==> config.mk <==
export PLATFORM = sky130hd
export DESIGN_NAME = c_comment_stripper
export DESIGN_NICKNAME = d
export VERILOG_FILES = /design/src/rtl/core/ccs_pkg.sv /design/src/rtl/core/ccs_front.sv /design/src/rtl/core/ccs_queue.sv /design/src/rtl/core/c_comment_stripper.sv
export SDC_FILE = /design/constraint.sdc
export NUM_CORES = 1
export LEC_CHECK = 0
export BUFFER_PORTS_ARGS = -buffer_cell sky130_fd_sc_hd__buf_2
export CAP_MARGIN = 20
export CORE_ASPECT_RATIO = 0.9
export CORE_MARGIN = 3
export CORE_UTILIZATION = 50
export CTS_BUF_LIST = sky130_fd_sc_hd__clkbuf_4 sky130_fd_sc_hd__clkbuf_8 sky130_fd_sc_hd__clkbuf_16
export DETAILED_ROUTE_END_ITERATION = 6
export PLACE_DENSITY = 0.72
export SLEW_MARGIN = 10
export SYNTH_ARGS = -nofsm -noshare
export SYNTH_HDL_FRONTEND = slang
export SYNTH_SLANG_ARGS = --single-unit
==> constraint.sdc <==
create_clock -name clk -period 4.6 [get_ports clk]
set_input_delay 0.92 -clock clk [delete_from_list [all_inputs] [get_ports clk]]
set_output_delay 0.92 -clock clk [all_outputs]
set_load 0.01 [all_outputs]
==> src/rtl/core/ccs_pkg.sv <==
`timescale 1ns / 1ps
// ----------------------------------------------------------------------------
// ccs_pkg: shared types and constants of the comment stripper
// Request payloads, scanner modes, end status codes and the character set
// that the scanner reacts to.
// ----------------------------------------------------------------------------
package ccs_pkg;

	// Characters the scanner reacts to
	localparam logic [7:0] CH_SLASH  = 8'h2F;
	localparam logic [7:0] CH_STAR   = 8'h2A;
	localparam logic [7:0] CH_QUOTE  = 8'h22;
	localparam logic [7:0] CH_BSLASH = 8'h5C;
	localparam logic [7:0] CH_NL     = 8'h0A;

	// End-of-text status codes
	localparam logic [1:0] ST_OK     = 2'd0;
	localparam logic [1:0] ST_BLOCK  = 2'd1;
	localparam logic [1:0] ST_STRING = 2'd2;

	// Default depth of the result queue
	localparam int QUEUE_DEPTH_DEF = 4;

	typedef enum logic [1:0] {
		MODE_NORMAL = 2'd0,
		MODE_BLOCK  = 2'd1,
		MODE_LINE   = 2'd2,
		MODE_STRING = 2'd3
	} mode_t;

	typedef struct packed {
		logic [7:0] in_byte;
		logic       last;
	} item_t;

	typedef struct packed {
		logic [7:0] out_byte;
		logic       has_byte;
		logic       text_end;
		logic [1:0] status;
	} result_t;

	// Up to two results written into the queue in one cycle
	typedef struct packed {
		logic [1:0] cnt;
		result_t    r0;
		result_t    r1;
	} qwrite_t;

endpackage

==> src/rtl/core/ccs_front.sv <==
`timescale 1ns / 1ps
// ----------------------------------------------------------------------------
// ccs_front: byte scanner
// Classifies each accepted byte against the current mode, updates the
// scanner state and produces zero, one or two results for the queue.
// ----------------------------------------------------------------------------
module ccs_front (
	input  logic            clk,
	input  logic            arst_n,
	input  logic            accept,
	input  ccs_pkg::item_t  item,
	output ccs_pkg::qwrite_t wreq
);
	import ccs_pkg::*;

	mode_t      mode_q, mode_step;
	logic       slash_q, slash_step;
	logic       star_q, star_step;
	logic       bsl_q, bsl_step;
	logic [7:0] c;
	logic       is_last;
	logic       emit_slash, emit_c;
	logic [1:0] end_status;

	assign c       = item.in_byte;
	assign is_last = item.last;

	// Next state for one byte, before the end-of-text return to reset
	always_comb begin
		mode_step  = mode_q;
		slash_step = slash_q;
		star_step  = star_q;
		bsl_step   = bsl_q;
		case (mode_q)
			MODE_NORMAL: begin
				if (slash_q && c == CH_STAR) begin
					slash_step = 1'b0;
					mode_step  = MODE_BLOCK;
					star_step  = 1'b0;
				end else if (slash_q && c == CH_SLASH) begin
					slash_step = 1'b0;
					mode_step  = MODE_LINE;
				end else if (c == CH_SLASH && !is_last) begin
					slash_step = 1'b1;
				end else if (c == CH_QUOTE) begin
					slash_step = 1'b0;
					mode_step  = MODE_STRING;
					bsl_step   = 1'b0;
				end else begin
					slash_step = 1'b0;
				end
			end
			MODE_BLOCK: begin
				if (star_q && c == CH_SLASH) begin
					mode_step = MODE_NORMAL;
					star_step = 1'b0;
				end else begin
					star_step = (c == CH_STAR);
				end
			end
			MODE_LINE: begin
				if (c == CH_NL) begin
					mode_step = MODE_NORMAL;
				end
			end
			MODE_STRING: begin
				if (c == CH_QUOTE && !bsl_q) begin
					mode_step = MODE_NORMAL;
					bsl_step  = 1'b0;
				end else begin
					bsl_step = (c == CH_BSLASH);
				end
			end
			default: begin
				mode_step = MODE_NORMAL;
			end
		endcase
	end

	// Decide which bytes go out for this input
	always_comb begin
		emit_slash = 1'b0;
		emit_c     = 1'b0;
		case (mode_q)
			MODE_NORMAL: begin
				if (slash_q) begin
					emit_slash = (c != CH_STAR) && (c != CH_SLASH);
					emit_c     = emit_slash;
				end else begin
					emit_c = !(c == CH_SLASH && !is_last);
				end
			end
			MODE_LINE:   emit_c = (c == CH_NL);
			MODE_STRING: emit_c = 1'b1;
			MODE_BLOCK:  emit_c = 1'b0;
			default:     emit_c = 1'b0;
		endcase
	end

	// Status of the text as it stands after this byte
	always_comb begin
		case (mode_step)
			MODE_BLOCK:  end_status = ST_BLOCK;
			MODE_STRING: end_status = ST_STRING;
			default:     end_status = ST_OK;
		endcase
	end

	// Build the queue write request
	always_comb begin
		wreq = '0;
		if (emit_slash) begin
			wreq.r0.out_byte = CH_SLASH;
			wreq.r0.has_byte = 1'b1;
			wreq.r1.out_byte = c;
			wreq.r1.has_byte = 1'b1;
			wreq.cnt         = 2'd2;
		end else if (emit_c) begin
			wreq.r0.out_byte = c;
			wreq.r0.has_byte = 1'b1;
			wreq.cnt         = 2'd1;
		end
		// Tag the final result, or add a status-only one
		if (is_last) begin
			if (wreq.cnt == 2'd2) begin
				wreq.r1.text_end = 1'b1;
				wreq.r1.status   = end_status;
			end else begin
				wreq.cnt         = 2'd1;
				wreq.r0.text_end = 1'b1;
				wreq.r0.status   = end_status;
			end
		end
		if (!accept) begin
			wreq.cnt = 2'd0;
		end
	end

	// Advance scanner state; drop back to reset after the last byte
	always_ff @(posedge clk or negedge arst_n) begin
		if (!arst_n) begin
			mode_q  <= MODE_NORMAL;
			slash_q <= 1'b0;
			star_q  <= 1'b0;
			bsl_q   <= 1'b0;
		end else if (accept) begin
			if (is_last) begin
				mode_q  <= MODE_NORMAL;
				slash_q <= 1'b0;
				star_q  <= 1'b0;
				bsl_q   <= 1'b0;
			end else begin
				mode_q  <= mode_step;
				slash_q <= slash_step;
				star_q  <= star_step;
				bsl_q   <= bsl_step;
			end
		end
	end

endmodule

==> src/rtl/core/ccs_queue.sv <==
`timescale 1ns / 1ps
// ----------------------------------------------------------------------------
// ccs_queue: result queue
// Register queue that takes up to two results per cycle from the scanner
// and hands out one result per cycle at the output side while pop is high.
// ----------------------------------------------------------------------------
module ccs_queue #(
	parameter int DEPTH = ccs_pkg::QUEUE_DEPTH_DEF
) (
	input  logic             clk,
	input  logic             arst_n,
	input  ccs_pkg::qwrite_t wreq,
	input  logic             pop,
	output logic             full,
	output logic             empty,
	output ccs_pkg::result_t result
);
	import ccs_pkg::*;

	localparam int PTR_W = (DEPTH > 1) ? $clog2(DEPTH) : 1;
	localparam int CNT_W = $clog2(DEPTH + 1);
	localparam logic [PTR_W-1:0] PTR_LAST = PTR_W'(DEPTH - 1);
	localparam logic [CNT_W-1:0] CNT_FULL = CNT_W'(DEPTH - 1);

	result_t          mem [DEPTH];
	logic [PTR_W-1:0] wptr_q, rptr_q, wptr_p1, wptr_p2;
	logic [CNT_W-1:0] count_q;
	logic             do_pop;

	function automatic logic [PTR_W-1:0] ptr_inc(input logic [PTR_W-1:0] p);
		ptr_inc = (p == PTR_LAST) ? '0 : p + 1'b1;
	endfunction

	assign wptr_p1 = ptr_inc(wptr_q);
	assign wptr_p2 = ptr_inc(wptr_p1);
	assign do_pop  = pop && !empty;
	assign empty   = (count_q == '0);
	// Hold off requests unless two slots are free
	assign full    = (count_q >= CNT_FULL);
	assign result  = mem[rptr_q];

	// Store incoming results
	always_ff @(posedge clk) begin
		if (wreq.cnt != 2'd0) begin
			mem[wptr_q] <= wreq.r0;
		end
		if (wreq.cnt == 2'd2) begin
			mem[wptr_p1] <= wreq.r1;
		end
	end

	// Advance pointers and fill count
	always_ff @(posedge clk or negedge arst_n) begin
		if (!arst_n) begin
			wptr_q  <= '0;
			rptr_q  <= '0;
			count_q <= '0;
		end else begin
			case (wreq.cnt)
				2'd1:    wptr_q <= wptr_p1;
				2'd2:    wptr_q <= wptr_p2;
				default: wptr_q <= wptr_q;
			endcase
			if (do_pop) begin
				rptr_q <= ptr_inc(rptr_q);
			end
			count_q <= count_q + CNT_W'(wreq.cnt) - CNT_W'(do_pop);
		end
	end

endmodule

==> src/rtl/core/c_comment_stripper.sv <==
`timescale 1ns / 1ps
// ----------------------------------------------------------------------------
// c_comment_stripper: C comment removal on a byte stream
// Drops line and block comments, passes strings and other text through.
// ----------------------------------------------------------------------------
// The block takes one byte per clock while full is low and gives out at most
// one result per clock. The scanner decides each byte in the cycle it is
// accepted and writes up to two results at once into a small queue (QUEUE_DEPTH
// entries); full rises when fewer than two slots are free, so a held slash
// released together with the following byte never overflows it. At the
// default depth and with pop held high the block sustains one byte per cycle;
// input stalls only when the reader stalls. The final result of a text
// carries text_end and the end status.
module c_comment_stripper #(
	parameter int QUEUE_DEPTH = ccs_pkg::QUEUE_DEPTH_DEF
) (
	input  logic             clk,
	input  logic             arst_n,
	input  logic             push,
	output logic             full,
	input  ccs_pkg::item_t   item,
	output logic             empty,
	input  logic             pop,
	output ccs_pkg::result_t result
);
	import ccs_pkg::*;

	qwrite_t wreq;
	logic    accept;

	assign accept = push && !full;

	// Scan and classify incoming bytes
	ccs_front u_front (
		.clk    (clk),
		.arst_n (arst_n),
		.accept (accept),
		.item   (item),
		.wreq   (wreq)
	);

	// Buffer results toward the reader
	ccs_queue #(
		.DEPTH (QUEUE_DEPTH)
	) u_queue (
		.clk    (clk),
		.arst_n (arst_n),
		.wreq   (wreq),
		.pop    (pop),
		.full   (full),
		.empty  (empty),
		.result (result)
	);

endmodule

; Yosys cells after proc, flatten, opt, wreduce, memory -nomap -nowiden
; Memory sizes are Yosys's and may differ from the RTL's.
; Cells that the tools add are included.
[totals]
mem_bits_rw = 48
ff_bits = 12
n_memories = 1
[memory_table]
columns = name, depth, word_bits, read_ports, rd_clocked_by_memory_dff, write_ports, line
row1 = u_queue.mem, 4, 12, 1, 0, 2, ccs_queue.sv:25  ; result_t mem [DEPTH];
[classes]
magnitude_cmp = 1
n_mux = 48
addsub = 5
n_eq_ne = 23
reduce_logical = 23
[op_table]
columns = op, count
row1 = 2-to-1 mux 2 bit, 14
row2 = equality test 8 x 6 -> 1 bit (second input constant), 3
row3 = 2-to-1 mux 1 bit, 21
row4 = equality test 2 bit (second input constant), 8
row5 = inequality test 8 x 6 -> 1 bit (second input constant), 2
row6 = 2-to-1 mux 3 bit, 4
row7 = 2-to-1 mux 11 bit, 1
row8 = 2-to-1 mux 10 bit, 1
row9 = 2-to-1 mux 9 bit, 1
row10 = inequality test 3 bit (second input constant), 3
row11 = equality test 8 x 4 -> 1 bit (second input constant), 1
row12 = equality test 8 x 7 -> 1 bit (second input constant), 1
row13 = logical AND 1 bit, 8
row14 = case mux 2 bit (2 select lines), 2
row15 = case mux 2 bit (4 select lines), 1
row16 = adder 2 x 1 -> 2 bit (second input constant), 3
row17 = equality test 2 x 1 -> 1 bit (second input constant), 3
row18 = inequality test 3 x 2 -> 1 bit (second input constant), 2
row19 = AND reduction 6 bit, 1
row20 = nonzero test 2 bit, 3
row21 = nonzero test 3 bit, 2
row22 = logical NOT 1 bit, 5
row23 = case mux 1 bit (2 select lines), 2
row24 = case mux 1 bit (4 select lines), 1
row25 = 7 further kinds, 7

; Longest topological paths before layout
[depth]
depth_word = 14
depth_mapped = 14
depth_no_buf = 10

; Cells and area by module
; Synthesis repeated with hierarchy kept, for this count alone.
[hier_totals]
cells_unflattened = 288
area_unflattened_um2 = 3731.1
[modules_own_cells]
columns = module, cells_each, n_inst, area_each_um2
row1 = ccs_queue, 174, 1, 2886.5
row2 = ccs_front, 113, 1, 830.8
row3 = c_comment_stripper, 1, 1, 13.8

; Least setup slack after synthesis
; Ideal clock, no wire load.
[synth_path]
path_kind = input -> register
from = input item[5] (netlist name)
to = memory u_queue.mem[2][0] (netlist name) (enable)
t_arrival_ns = 3.290
path_slack_ns = 0.913
t_required_ns = 4.202
setup_time_ns = 0.398
cell_stages = 11
path_cell_list = nor4b_4 -> and3_2 -> a21oi_1 -> or2_1 -> buf_2 -> buf_6 -> o21ai_1 -> ha_1 -> nand2_1 -> clkbuf_1 -> o21ai_0
[synth_rtl]
columns = item, line
row1 = start: declaration, c_comment_stripper.sv:21  ; input ccs_pkg::item_t item,
row2 = end: declaration, ccs_queue.sv:25

==> results.toml <==
[status]
status = "finished clean"

[detailed_routing]
wl_per_cell_um = 17.4
drt_wl_total_mm = 7.03
ant_nets = 0
vias_per_cell = 5.75
vias = 2325
drc = 0
first_pass_iters = 5
drt_iter0_drc = 236

[sta]
setup_viol = 0
slew_headroom = 0.443
tns_ns = 0
fmax_ghz = 0.264
slew_violations = 0
fin_crit_sh = 0.824
min_period_ns = 3.79
finClkSkew_ns = 0.00394
hold_viol = 0
rsz0062_at_grt = "no"
tightest_slew_ns = 0.836

[final_layout]
drive_above_1_share = 0.208
fin_cells = 404
area_growth_pct = 11.2
design_area_mm2 = 0.00371
n_antenna_cell = 0
nets = 339

[synth]
synth_fa_ha_area_frac = 0.0547
synth_fp_nets = 316
synth.avg_cell_area_um2 = 11.5
synth_edf_count = 48
synth_top_family_by_area = "simple AND/OR/NAND/NOR gates"
synth_xor_area_frac = 0.0131
synth_seq_cells = 60
ys_warn_count = 0
synthDistinctLibCells = 49
seq_area_frac_synth = 0.522
syn_area_mm2 = 0.00334
syn_inst = 289
synth_simple_gate_area_frac = 0.167
synth_compound_area_frac = 0.111
muxShareOfSynthArea = 0.0844
synth_ff_type = "edfxtp_1"
async_flop_share = 0.200

[critical_path]
timing.rr.start = "u_front.mode_q[1]$_DFFE_PN0P_"
worstSetupPathType = "primary input to flip-flop"
crit_path_start_kind = "primary input"
rr_worst_depth = 9
rr_endpoint = "u_queue.mem[0][10]$_DFFE_PP_"
rrSetupSlack_ns = 1.26
cp_max_fo = 17
required_ns = 4.69
crit_path_end_kind = "flip-flop"
cp.arrival_ns = 3.88

[place]
port_buffers = 26
placed_cells = 388
dp_hpwl_mm = 4.95
place_congestion = 0.824
place_area_mm2 = 0.00352

[cts]
ctsHoldBuffers = 0
path_clk_slew_ns = 0.07
cts.sinks = 60
htreeDepth = 3
cts_made_buffers = 9
cts_setup_buffers = 0
clk_latency_ns = 0.34
cts_root_buffer = "clkbuf_8"
cts_resized = 0
cts.path.max_buffers = 2
cts_tree = "done"

[floorplan]
initial_core_util = 0.531
dieArea_mm2 = 0.00769
rows = 27
io-pin-count = 27
core-area_mm2 = 0.00628
die_x_um = 92.1
fp.dieH_um = 83.5

[pwr]
powerDensity_mw_per_mm2 = 484
ir_drop_mv = 0.263
leakage_nw = 1.46

[grt]
grt_use_total = 0.201
grt_start_max_net_pins = 22
first_global_vias = 2329
antenna_found_initial = 0
overflow = 0
grt_pass1_wl_mm = 11.8

[worst_hold_path]
hold_class = "primary input to asynchronous set/reset pin"

[job]
maxCapViolations = 0
==> critical path: stages <==
cell	delay [ns]
buf_2	0.15
nor4b_4	0.49
and3_2	0.29
a21oi_1	0.08
or2_1	0.39
o21ai_1	0.27
ha_1	0.30
nand2_1	0.13
or2_0	0.38
and2_1	0.27
and3_1	0.20
==> cells by family (layout without fill, tap and decap cells) <==
family | after synthesis | count (layout)
xor+xnor | 5 | 5
flops | 60 | 60
compound gates | 60 | 60
fa+ha+maj | 14 | 14
simple gates | 101 | 101
mux | 13 | 13
buf+inv | 36 | 64
==> metrics by stage <==
| step | total power, mW | hold slack, ns | util | worst slack, ns |
|---|---|---|---|---|
| after CTS | 1.82 | 0.446 | 0.590 | 0.903 |
| after detailed placement | 1.36 | 0.488 | 0.560 | 0.574 |
| after global placement | 1.35 | 0.486 | 0.560 | 0.709 |
| after floorplan | 1.18 | 0.470 | - | 0.913 |
| after global routing | 1.92 | 0.441 | 0.590 | 0.583 |
| final | 1.80 | 0.454 | 0.590 | 0.810 |
==> synthesized netlist by cell type (2+ instances only) <==
cell,n,area (um^2)
buf_2,10,50.1
clkbuf_1,6,22.5
a21o_1,2,15.0
mux4_2,12,270
a31oi_1,3,18.8
xor2_1,2,17.5
o211ai_1,2,15.0
ha_1,13,163
o21ai_0,18,90.1
or2_0,2,12.5
inv_1,17,63.8
nor3_1,4,20.0
nand2b_1,3,18.8
or2_1,2,12.5
a22o_1,2,17.5
nor2_1,8,30.0
a41o_1,2,20.0
nor2b_1,2,12.5
edfxtp_1,48,1440
and2_1,16,100
nand2_1,36,135
xnor2_1,3,26.3
and3_1,14,87.6
a21boi_0,3,22.5
and3_4,3,33.8
dfrtp_1,12,300
a21oi_1,20,100
nand3_1,3,15.0
==> worst max-delay path by stage <==
stage | to | from | cells after the start
after floorplan | u_queue.mem[2][0]$_DFFE_PP_ | item[5] | 11
final | u_queue.mem[0][10]$_DFFE_PP_ | item[5] | 11
after global placement | u_queue.mem[0][10]$_DFFE_PP_ | item[5] | 11
after global routing | u_queue.mem[0][10]$_DFFE_PP_ | item[5] | 11
after detailed placement | u_queue.mem[0][10]$_DFFE_PP_ | item[5] | 11
after CTS | u_queue.mem[0][8]$_DFFE_PP_ | item[5] | 11
==> power breakdown <==
part / switching (mW) / internal, mW / leakage [nW]
logic: 0.269 / 0.276 / 0.782
registers: 0.103 / 0.689 / 0.578
clock network: 0.200 / 0.259 / 0.102
total: 0.573 / 1.22 / 1.46
==> metal layers <==
layer	track usage	up-vias	routed length, um
met3	0.0694	16	638
li1	-	1101	-
met2	0.304	123	3230
met4	0.0526	0	81
met5	0	-	0
met1	0.278	1085	3080
==> layout make-up <==
type                            count  area, um^2
Fill cell                         538        2570
Sequential cell                    60        1740
Multi-Input combinational cell    193        1440
Timing Repair Buffer               31         168
Clock buffer                       11         139
Tap cell                           87         109
Inverter                           17        63.8
Clock inverter                      5        52.6
==> state kept, by name, summed over array words and instances, names as in the netlist <==
register,count
u_queue.mem,48
u_queue.count_q,3
u_front.bsl_q,1
u_front.mode_q,2
u_queue.rptr_q,2
u_front.slash_q,1
u_front.star_q,1
u_queue.wptr_q,2
==> cell usage in the layout, fill, tap and decap left out, types with 3 or more instances in the layout <==
| master | netlist | layout |
|---|---|---|
| a21boi_0 | 3 | 3 |
| nand3_1 | 3 | 3 |
| a21oi_1 | 20 | 20 |
| buf_2 | 10 | 26 |
| xnor2_1 | 3 | 3 |
| buf_4 | 1 | 5 |
| nand2b_1 | 3 | 3 |
| ha_1 | 13 | 13 |
| mux4_2 | 12 | 12 |
| o21ai_1 | 1 | 5 |
| inv_1 | 17 | 17 |
| a31oi_1 | 3 | 3 |
| nand2_1 | 36 | 36 |
| and3_4 | 3 | 3 |
| o21ai_0 | 18 | 14 |
| edfxtp_1 | 48 | 48 |
| clkbuf_8 | 0 | 9 |
| nor3_1 | 4 | 4 |
| and2_1 | 16 | 16 |
| dfrtp_1 | 12 | 12 |
| and3_1 | 14 | 14 |
| nor2_1 | 8 | 8 |
(Power assumes the default switching activity.)
